### src/rtl/rmcf_pkg.sv
// Shared types and constants for the region mean colour fill block.
// Used by rmcf_table, rmcf_div_lane and region_mean_color_fill_top; no dependencies.
`timescale 1ns / 1ps

package rmcf_pkg;

    localparam int LABEL_BITS  = 10;
    localparam int LABEL_COUNT = 2 ** LABEL_BITS;
    localparam int COUNT_BITS  = 22;
    localparam int CHAN_BITS   = 8;
    localparam int EPOCH_BITS  = 8;
    localparam int OP_BITS     = 2;
    localparam int STEP_BITS   = $clog2(CHAN_BITS);

    localparam logic [COUNT_BITS-1:0] COUNT_MAX = '1;
    localparam logic [EPOCH_BITS-1:0] EPOCH_LAST = '1;
    localparam logic [LABEL_BITS-1:0] LABEL_LAST = '1;
    localparam logic [STEP_BITS-1:0]  STEP_LAST = STEP_BITS'(CHAN_BITS - 1);

    typedef logic [OP_BITS-1:0] op_t;

    localparam op_t OP_ACCUM = 2'd0;
    localparam op_t OP_PAINT = 2'd1;
    localparam op_t OP_CLEAR = 2'd2;

    typedef struct packed {
        logic [EPOCH_BITS-1:0] tag;
        logic [COUNT_BITS-1:0] count;
        logic [CHAN_BITS-1:0]  red;
        logic [CHAN_BITS-1:0]  green;
        logic [CHAN_BITS-1:0]  blue;
    } entry_t;

    typedef struct packed {
        op_t                   op;
        logic [LABEL_BITS-1:0] label;
        logic [CHAN_BITS-1:0]  blue;
        logic [CHAN_BITS-1:0]  green;
        logic [CHAN_BITS-1:0]  red;
        logic                  contour;
    } item_t;

    typedef struct packed {
        logic load;
        logic step;
    } lane_ctrl_t;

    typedef enum logic [2:0] {
        ST_CLEAR,
        ST_IDLE,
        ST_READ,
        ST_PAINT,
        ST_DIV,
        ST_WRITE
    } state_t;

endpackage

### src/rtl/rmcf_div_lane.sv
// Bit-serial mean update for one colour channel: mean + floor((pixel - mean) / n).
// The difference magnitude shifts out one bit per cycle into a restoring divider.
// Depends on rmcf_pkg.
`timescale 1ns / 1ps

module rmcf_div_lane (
    input  logic                            aclk,
    input  rmcf_pkg::lane_ctrl_t            ctrl,
    input  logic [rmcf_pkg::CHAN_BITS-1:0]  mean,
    input  logic [rmcf_pkg::CHAN_BITS-1:0]  pixel,
    input  logic [rmcf_pkg::COUNT_BITS-1:0] divisor,
    output logic [rmcf_pkg::CHAN_BITS-1:0]  result
);

    localparam int CB = rmcf_pkg::CHAN_BITS;
    localparam int WB = rmcf_pkg::COUNT_BITS + CB + 1;

    logic [CB-1:0] mean_reg, mean_next;
    logic          neg_reg, neg_next;
    logic [CB-1:0] dig_reg, dig_next;
    logic [CB-1:0] rem_reg, rem_next;
    logic [CB-1:0] quo_reg, quo_next;
    logic [CB:0]   trial;
    logic [WB-1:0] trial_ext;
    logic [WB-1:0] div_ext;
    logic [WB-1:0] diff;
    logic          fits;

    always_comb begin
        trial     = {rem_reg, dig_reg[CB-1]};
        trial_ext = WB'(trial);
        div_ext   = WB'(divisor);
        diff      = trial_ext - div_ext;
        fits      = trial_ext >= div_ext;
    end

    always_comb begin
        mean_next = mean_reg;
        neg_next  = neg_reg;
        dig_next  = dig_reg;
        rem_next  = rem_reg;
        quo_next  = quo_reg;
        if (ctrl.load) begin
            mean_next = mean;
            neg_next  = pixel < mean;
            dig_next  = (pixel < mean) ? (mean - pixel) : (pixel - mean);
            rem_next  = '0;
            quo_next  = '0;
        end else if (ctrl.step) begin
            dig_next = {dig_reg[CB-2:0], 1'b0};
            rem_next = fits ? diff[CB-1:0] : trial[CB-1:0];
            quo_next = {quo_reg[CB-2:0], fits};
        end
    end

    always_ff @(posedge aclk) begin
        mean_reg <= mean_next;
        neg_reg  <= neg_next;
        dig_reg  <= dig_next;
        rem_reg  <= rem_next;
        quo_reg  <= quo_next;
    end

    // A negative difference rounds towards minus infinity, so a non-zero remainder
    // takes one more off the mean.
    assign result = neg_reg ? (mean_reg - quo_reg - CB'(rem_reg != '0))
                            : (mean_reg + quo_reg);

endmodule
### config.mk
export PLATFORM = sky130hd
export DESIGN_NAME = rmcf_div_lane
export DESIGN_NICKNAME = d
export VERILOG_FILES = /design/src/rtl/rmcf_pkg.sv /design/src/rtl/rmcf_div_lane.sv
export SDC_FILE = /design/constraint.sdc
export NUM_CORES = 1
export LEC_CHECK = 0
export BUFFER_PORTS_ARGS = -buffer_cell sky130_fd_sc_hd__buf_2
export CAP_MARGIN = 20
export CORE_UTILIZATION = 55
export CTS_BUF_LIST = sky130_fd_sc_hd__clkbuf_2
export CTS_CLUSTER_DIAMETER = 120
export DETAILED_ROUTE_END_ITERATION = 8
export PLACE_DENSITY_LB_ADDON = 0.05
export SYNTH_ARGS = -nofsm -noshare
export SYNTH_HDL_FRONTEND = slang
export SYNTH_SLANG_ARGS = --single-unit
### constraint.sdc
create_clock -name aclk -period 9.2 [get_ports aclk]
set_clock_uncertainty 0.15 [all_clocks]
set_input_delay 1.38 -clock aclk [delete_from_list [all_inputs] [get_ports aclk]]
set_output_delay 1.38 -clock aclk [all_outputs]
set_load 0.01 [all_outputs]
### Yosys cells after proc, flatten, opt, wreduce, memory -nomap -nowiden

Cells that the tools add are included.

| word-level totals | value |
|---|---|
| register bits | 33 |
| bits in latches | 0 |
| memory bits (writable) | 0 |
| ROM bits | 0 |
| output and inout port bits | 8 |
| logic and storage cells | 20 |
| memories kept | 0 |

| operators by class | value |
|---|---|
| add/subtract/negate cells | 6 |
| multiply operators | 0 |
| div/mod/pow operators | 0 |
| order comparisons | 2 |
| equality and inequality tests | 0 |
| shift operators | 0 |
| multiplexer cells | 5 |
| bitwise operators | 0 |
| reductions and logical operators | 2 |

Operators by type and width:

| operator | number |
|---|---|
| $mux W8 | 5 |
| $sub A8 B8 Y8 | 4 |
| $ge A9 B22 Y1 | 1 |
| $add A8 B8 Y8 | 1 |
| $lt A8 B8 Y1 | 1 |
| $reduce_bool A8 Y1 | 1 |
| $sub A8 B1 Y8 | 1 |
| $reduce_bool A2 Y1 | 1 |

### Depth between registers and ports, before layout

Gate-level depths: netlist (run 1).

| logic depth | value |
|---|---|
| word-level depth | 3 |
| depth in mapped cells | 11 |
| gate-level depth less buffers | 11 |

### Least setup slack after synthesis (run 1)

No wires, ideal clock.

| timing path | value |
|---|---|
| path type | register to output |
| start | reg rem_reg[6] |
| end | out result[7] in the netlist's numbering |
| data arrival time | 2412 ps |
| required time | 7670 ps |
| slack | 5258 ps |
| cell stages (with the launch flop) | 11 |
| path through | dfxtp_1 nor4_1 nand2_1 fa_1 ha_1 o21ai_0 a211oi_1 a31oi_1 xnor2_1 a211oi_1 xnor2_1 |

| between the ends | value |
|---|---|
| word-level cells in the longest chain between the ends | 3 |

Ends and longest elaborated chain:

| element | RTL line | RTL |
|---|---|---|
| start, declared | rmcf_div_lane.sv:21 | `logic [CB-1:0] rem_reg, rem_next;` |
| start signal, assigned | rmcf_div_lane.sv:60 | `rem_reg <= rem_next;` |
| $reduce_bool A8 Y1 | rmcf_div_lane.sv:66 | `assign result = neg_reg ? (mean_reg - quo_reg - CB'(rem_reg != '0))` |
| $sub A8 B1 Y8 | rmcf_div_lane.sv:66 |  |
| $mux W8 | rmcf_div_lane.sv:66 |  |
| end, declared | rmcf_div_lane.sv:12 | `output logic [rmcf_pkg::CHAN_BITS-1:0] result` |

No other way between the ends.

### Final worst setup path (run 1)

Ends and elaborated chain as after synthesis.

==> flow_summary.ini, run 1 <==
[drt]
route.detailed.drc = 0
routed_wirelength_normalized_by_instance_count_um = 12.79
detail_route.vias_per_cell = 5.408
detailroute.via_count = 2547
drt_pass1_iterations = 4
initialDrtViolationCount = 82
routed_wirelength_mm = 6.022
antenna_left = 0

[hold_path]
whs_path_depth = 2
holdCritPathClass = flop to flop

[worst_setup_path]
worst_path_max_delay_cell = sky130_fd_sc_hd__fa_1
crit_family = compound AO/OA/AOI/OAI gates
worst_setup_path_start_kind = flop
worstPathMaxFanout = 4
arrival_ns = 3.27
cp_cell_sequence = nor4_1 > nand2_1 > fa_1 > ha_1 > o21ai_0 > a211oi_1 > a31oi_1 > xnor2_1 > a211oi_1 > xnor2_1 > buf_2
worst_setup_path_end_kind = output pin
worst_r2r_path_depth = 9
timing.critical_path.slowest_cell_delay_ns = 0.52
critPathRequiredTime_ns = 7.67
path_depth = 11
criticalPathCategory = flop to output pin
cp_num_buf_inv = 1

[synthesis]
synth_simple_gate_area_share = 0.1493
ys_ff_latch = 33
sequential_fraction_of_the_synthesis_area = 0.2630
yosys-mux-area-fraction = 0.07248
ys_warn_count = 0
synth_enable_flop_cells = 17
post_synth_inst_count = 354
syn_nets = 444
synth_async_sr_flop_share = 0
xor_xnor_share_of_the_synthesized_area = 0.04990
dominant_combinational_cell_family_by_area_after_synthesis = adder cells
synthDominantAreaCellType = sky130_fd_sc_hd__ha_1
yosysUniqueCellTypes = 57
syn_area_per_cell_um2 = 8.925
synth_compound_gate_area_share = 0.1810
ys_dominant_reg_cell = sky130_fd_sc_hd__edfxtp_1
synth_largest_type_area_fraction = 0.1703
synth.area.top_cells = sky130_fd_sc_hd__ha_1 17%, sky130_fd_sc_hd__edfxtp_1 16%, sky130_fd_sc_hd__dfxtp_1 10%
synthesis.area_um2 = 3159
adder_cell_share_of_the_synthesized_area = 0.2083

[floorplan]
floorplan.die_area_um2 = 6051
die_width_um = 77.79
num_io_pins = 49
dieHeight_um = 77.79
fp-row-count = 27
fp.coreArea_um2 = 5507
floorplan.initialDensity = 0.5737

[pwr]
power.switching_uw = 130.8
sw_frac_of_total = 0.3427
clkPwrFrac = 0.166
power.internal_uw = 250.8
p_leak_uw = 0.001643
pwr-share-comb = 0.368
sequential_power_share = 0.466
max-vdd-ir-drop_mv = 0.05285
power.density_nw_per_um2 = 109.8

[clocking]
postCtsSetupRepairBufs = 0
numClockSinks = 33
cts_htree_levels = 2
cts-hold-fix-buffers = 0
cts_tree = done
post_cts.resized_instances = 0
clock_tree.root_cell = sky130_fd_sc_hd__clkbuf_2
cts-buffers-inserted = 5
clkSlewWorstSetupHoldPaths_ns = 0.16
clock_latency_ns = 0.36
cts-root-to-sink-buffers = 2

[sta]
finalHoldViolations = 0
timing.final.crit_share = 0.5218
max_slew.worst_pin.slew_ns = 0.6268
layout_min_cycle_time_ns = 4.800
rsz0062_at_grt = no
timing.max_slew.rel_slack = 0.5821
setup_viol_count_final = 0
final_max_slew_viol_count = 0
totalNegativeSetupSlack_ns = 0
fmax_mhz = 208.3
timing.hold.ws_ns = 0.3764

[global_route]
grt.total_usage = 0.2151
grt_overflow = 0
global_route_wire_length_before_repair_mm = 10.48
via_count_of_the_first_global_routing_pass = 2454
grt_max_degree = 35
initial_antenna_violation_count = 0

[cells_and_area]
layout.filler_cells = 501
num-nets-final = 488
antenna_cells = 0
area_growth_syn_to_layout_pct = 9.980
final_layout_size_suffix_gt1_frac = 0.1779

[run_status]
outcome = complete, no violations

[placed_design]
finalWeightedCongestion = 0.8352
dpl.hpwl_mm = 4.820
buffer_ports.inserted = 48

[job]
max_cap_violations = 0
path summary, 6_finish.rpt:
check / start / endpoint / slack, ns
hold reg to reg: rem_reg[4] / rem_reg[4] / 0.38
hold / removal: rem_reg[4] / rem_reg[4] / 0.38
setup / recovery: rem_reg[6] / result[7] / 4.40
setup reg to reg: dig_reg[7] / rem_reg[0] / 6.27
synthesized netlist by cell type, types with 2 or more instances:
cell type                  count
sky130_fd_sc_hd__inv_1        50
sky130_fd_sc_hd__ha_1         43
sky130_fd_sc_hd__nor2_1       27
sky130_fd_sc_hd__nand2_1      18
sky130_fd_sc_hd__edfxtp_1     17
sky130_fd_sc_hd__a21oi_1      16
sky130_fd_sc_hd__dfxtp_1      16
sky130_fd_sc_hd__mux2i_1      15
sky130_fd_sc_hd__o21ai_0      14
sky130_fd_sc_hd__xnor2_1      12
sky130_fd_sc_hd__clkbuf_1      9
sky130_fd_sc_hd__mux2_2        7
sky130_fd_sc_hd__nand2b_1      7
sky130_fd_sc_hd__a211oi_1      6
sky130_fd_sc_hd__fa_1          6
sky130_fd_sc_hd__o21a_1        6
sky130_fd_sc_hd__xor2_1        6
sky130_fd_sc_hd__a211o_1       5
sky130_fd_sc_hd__nor3_1        5
sky130_fd_sc_hd__nor4_1        5
sky130_fd_sc_hd__a311oi_1      4
sky130_fd_sc_hd__nand3_1       4
sky130_fd_sc_hd__o22ai_1       4
sky130_fd_sc_hd__a21o_1        3
sky130_fd_sc_hd__nand4_1       3
sky130_fd_sc_hd__nor2b_1       3
sky130_fd_sc_hd__o211ai_1      3
sky130_fd_sc_hd__o21bai_1      3
sky130_fd_sc_hd__o31a_1        3
sky130_fd_sc_hd__and2_1        2
sky130_fd_sc_hd__nand3b_1      2
sky130_fd_sc_hd__nor4b_1       2
sky130_fd_sc_hd__o31ai_1       2
sky130_fd_sc_hd__or2_2         2
sky130_fd_sc_hd__or3_1         2
power by group through the flow:
stage                     combinational, uW  clock [uW]  sequential, uW
after floorplan                         105           0             177
after CTS                               141        67.7             178
after detailed placement                140           0             181
after global routing                    158        71.9             180
after global placement                  138           0             181
final                                   140        63.5             178
layer usage:
layer	routed length, um	global-route usage	share of wire
met3	235	0.02941	0.039
met4	126	0.08679	0.021
met5	0	0	0
met1	2949	0.2710	0.49
met2	2711	0.3681	0.45
cell usage in the layout (no fill, tap or decap), types with 7 or more instances in the layout:
| cell | instances |
|---|---|
| sky130_fd_sc_hd__inv_1 | 50 |
| sky130_fd_sc_hd__buf_2 | 48 |
| sky130_fd_sc_hd__ha_1 | 43 |
| sky130_fd_sc_hd__nor2_1 | 27 |
| sky130_fd_sc_hd__nand2_1 | 18 |
| sky130_fd_sc_hd__edfxtp_1 | 17 |
| sky130_fd_sc_hd__a21oi_1 | 16 |
| sky130_fd_sc_hd__dfxtp_1 | 16 |
| sky130_fd_sc_hd__mux2i_1 | 15 |
| sky130_fd_sc_hd__o21ai_0 | 14 |
| sky130_fd_sc_hd__xnor2_1 | 12 |
| sky130_fd_sc_hd__mux2_2 | 7 |
| sky130_fd_sc_hd__nand2b_1 | 7 |
cell families after synthesis:
kind of cell / after synthesis
compound gates: 81
mux: 22
simple gates: 90
flops: 33
buf+inv: 61
fa+ha+maj: 49
xor+xnor: 18
cell type report:
class	count	area, um^2	area share
well taps	72	90.09	0.02593
inverters	50	187.7	0.05402
clock buffers	5	25.02	0.007202
repair buffers	48	240.2	0.06914
clock inverters	3	12.51	0.003601
multi-input cells	260	2088	0.6010
flip-flops and latches	33	830.8	0.2391
worst reg2reg max path, delay by kind of cell (launching register included):
family                   cells  cell delay (ns)
AO/OA/AOI/OAI                4             1.32
adder cells (fa/ha/maj)      2             0.45
multiplexers                 1             0.41
flip-flops                   1             0.40
buffers and inverters        1             0.08
AND/OR/NAND/NOR              1             0.06
through the flow:
stage,instance area (um^2),setup WS (ns),util,std cells,total power [uW]
2_1_floorplan,3159,5.258,-,354,282.3
5_1_grt,3475,4.048,0.6310,471,409.9
3_3_place_gp,3437,4.859,0.6242,463,318.6
4_1_cts,3475,4.360,0.6310,471,386.3
3_5_place_dp,3437,4.814,0.6242,463,321.0
6_report,3475,4.400,0.6310,471,381.6
(Power assumes the default switching activity.)
==> run 2: changes to the inputs <==
- CORE_UTILIZATION: 55 -> 54
- clock period: 9.2 -> 4.14 ns (I/O delays scaled with it)
==> flow_summary.ini, run 2 (synthesis results as in run 1) <==
[clocking]
clkSlewWorstSetupHoldPaths_ns = 0.17
clock_tree.root_cell = sky130_fd_sc_hd__clkbuf_2
postCtsSetupRepairBufs = 0
cts_htree_levels = 2
cts-hold-fix-buffers = 0
cts-root-to-sink-buffers = 2
cts_tree = done
cts-buffers-inserted = 5
clock_latency_ns = 0.36
numClockSinks = 33
post_cts.resized_instances = 0

[cells_and_area]
most_common_cell_after_layout_fill_and_taps_aside = sky130_fd_sc_hd__inv_1
most-common-layout-cells = 50 x sky130_fd_sc_hd__inv_1, 48 x sky130_fd_sc_hd__buf_2, 43 x sky130_fd_sc_hd__ha_1, 27 x sky130_fd_sc_hd__nor2_1, 18 x sky130_fd_sc_hd__nand2_1
antenna_cells = 0
final_layout_size_suffix_gt1_frac = 0.1870
layout.filler_cells = 521
area_growth_syn_to_layout_pct = 10.77
ff_latch_area_um2 = 830.8
multi_input_comb_area_um2 = 2098
num-nets-final = 490

[run_status]
outcome = complete, no violations

[sta]
final_max_slew_viol_count = 0
timing.hold.ws_ns = 0.3128
finalHoldViolations = 0
rsz0062_at_grt = no
max_slew.worst_pin.slew_ns = 0.5611
fmax_mhz = 260.3
timing.max_slew.rel_slack = 0.6260
totalNegativeSetupSlack_ns = 0
setup_viol_count_final = 0
layout_min_cycle_time_ns = 3.842
timing.final.crit_share = 0.9280

[floorplan]
num_io_pins = 49
floorplan.initialDensity = 0.5668
floorplan.die_area_um2 = 6161
fp-row-count = 27
die_width_um = 78.49
fp.coreArea_um2 = 5574
dieHeight_um = 78.49

[worst_setup_path]
criticalPathCategory = flop to output pin
worstPathMaxFanout = 4
worst-r2r-setup-slack_ns = 1.44
critical_path.reg2reg.startpoint = dig_reg[7]
worst_setup_path_end_kind = output pin
critPathRequiredTime_ns = 3.37
timing.rr.end = rem_reg[0]
worst_setup_path_start_kind = flop
worst_r2r_path_depth = 10
arrival_ns = 3.07

[drt]
route.detailed.drc = 0
initialDrtViolationCount = 110
routed_wirelength_normalized_by_instance_count_um = 13.22
routed_wirelength_mm = 6.252
antenna_left = 0
detailroute.via_count = 2619
drt_pass1_iterations = 4
detail_route.vias_per_cell = 5.537

[hold_path]
hold_end = mean_reg[7]
whs_path_depth = 1
holdCritPathClass = input pin to flop
holdCritStartpoint = mean[7]

[global_route]
grt_max_degree = 35
grt.total_usage = 0.2209
via_count_of_the_first_global_routing_pass = 2394
initial_antenna_violation_count = 0
global_route_wire_length_before_repair_mm = 10.81
grt_overflow = 0

[placed_design]
finalWeightedCongestion = 0.8666
buffer_ports.inserted = 48
dpl.hpwl_mm = 4.935

[job]
max_cap_violations = 0

[pwr]
p_leak_uw = 0.001654
max-vdd-ir-drop_mv = 0.1444
power.density_nw_per_um2 = 243.9
[run 2: changes by cell type in the layout (fill, tap and decap cells not counted)]
cell                       delta
sky130_fd_sc_hd__a211oi_1     -2
sky130_fd_sc_hd__a211oi_2     +2
sky130_fd_sc_hd__buf_4        +2
sky130_fd_sc_hd__o21ai_0      -1
sky130_fd_sc_hd__o21ai_1      +1
[run 2: metrics by stage]
stage	utilization	power (uW)	cell area [um^2]	std cells	worst slack, ns
CTS	0.6260	858.9	3490	473	0.06364
global route	0.6278	920.1	3500	473	0.03856
finish	0.6278	853.7	3500	473	0.2982
floorplan	-	627.2	3159	354	0.9574
detailed placement	0.6193	715.3	3452	465	0.5216
global placement	0.6193	709.8	3452	465	0.5513
[run 2: layout make-up]
cell class	count	area share
clock buffers	5	0.007151
clock inverters	3	0.003575
inverters	50	0.05363
multi-input cells	260	0.5996
flip-flops and latches	33	0.2374
well taps	72	0.02574
repair buffers	50	0.07294
[run 2: worst max path at each step]
stage	from	endpoint	slack, ns	cells after the start
2_1_floorplan	rem_reg[6]	result[7]	0.96	10
3_3_place_gp	rem_reg[6]	result[7]	0.55	11
3_5_place_dp	rem_reg[2]	result[7]	0.52	11
4_1_cts	rem_reg[2]	result[7]	0.06	11
5_1_grt	rem_reg[6]	result[7]	0.04	12
6_report	rem_reg[2]	result[7]	0.30	12
[run 2: critical path, stage by stage, from the launching register on]
cell and delay, ns:
sky130_fd_sc_hd__dfxtp_1 0.37, sky130_fd_sc_hd__nor4_1 0.29, sky130_fd_sc_hd__nand2_1 0.12, sky130_fd_sc_hd__fa_1 0.52, sky130_fd_sc_hd__inv_1 0.05, sky130_fd_sc_hd__ha_1 0.17
sky130_fd_sc_hd__o21ai_1 0.20, sky130_fd_sc_hd__a211oi_2 0.12, sky130_fd_sc_hd__a31oi_1 0.21, sky130_fd_sc_hd__xnor2_1 0.11, sky130_fd_sc_hd__a211oi_2 0.25, sky130_fd_sc_hd__xnor2_1 0.15
sky130_fd_sc_hd__buf_2 0.15
[run 2: metal layers]
| layer | wire [um] | part of all wire | vias to the layer above | track usage |
|---|---|---|---|---|
| li1 | - | - | 1343 | - |
| met1 | 3068 | 0.49 | 1205 | 0.2970 |
| met2 | 2866 | 0.46 | 65 | 0.3711 |
| met3 | 256 | 0.041 | 6 | 0.02791 |
| met4 | 61 | 0.0098 | 0 | 0.06111 |
| met5 | 0 | 0 | - | 0 |
[run 2: report_power, final]
| group | leakage (uW) | internal, uW | total (uW) | switching (uW) |
|---|---|---|---|---|
| clock network | 0.0000278 | 36.9 | 141 | 104 |
| registers | 0.000301 | 376 | 395 | 19.2 |
| logic | 0.00132 | 146 | 317 | 171 |
| total | 0.00165 | 559 | 854 | 294 |
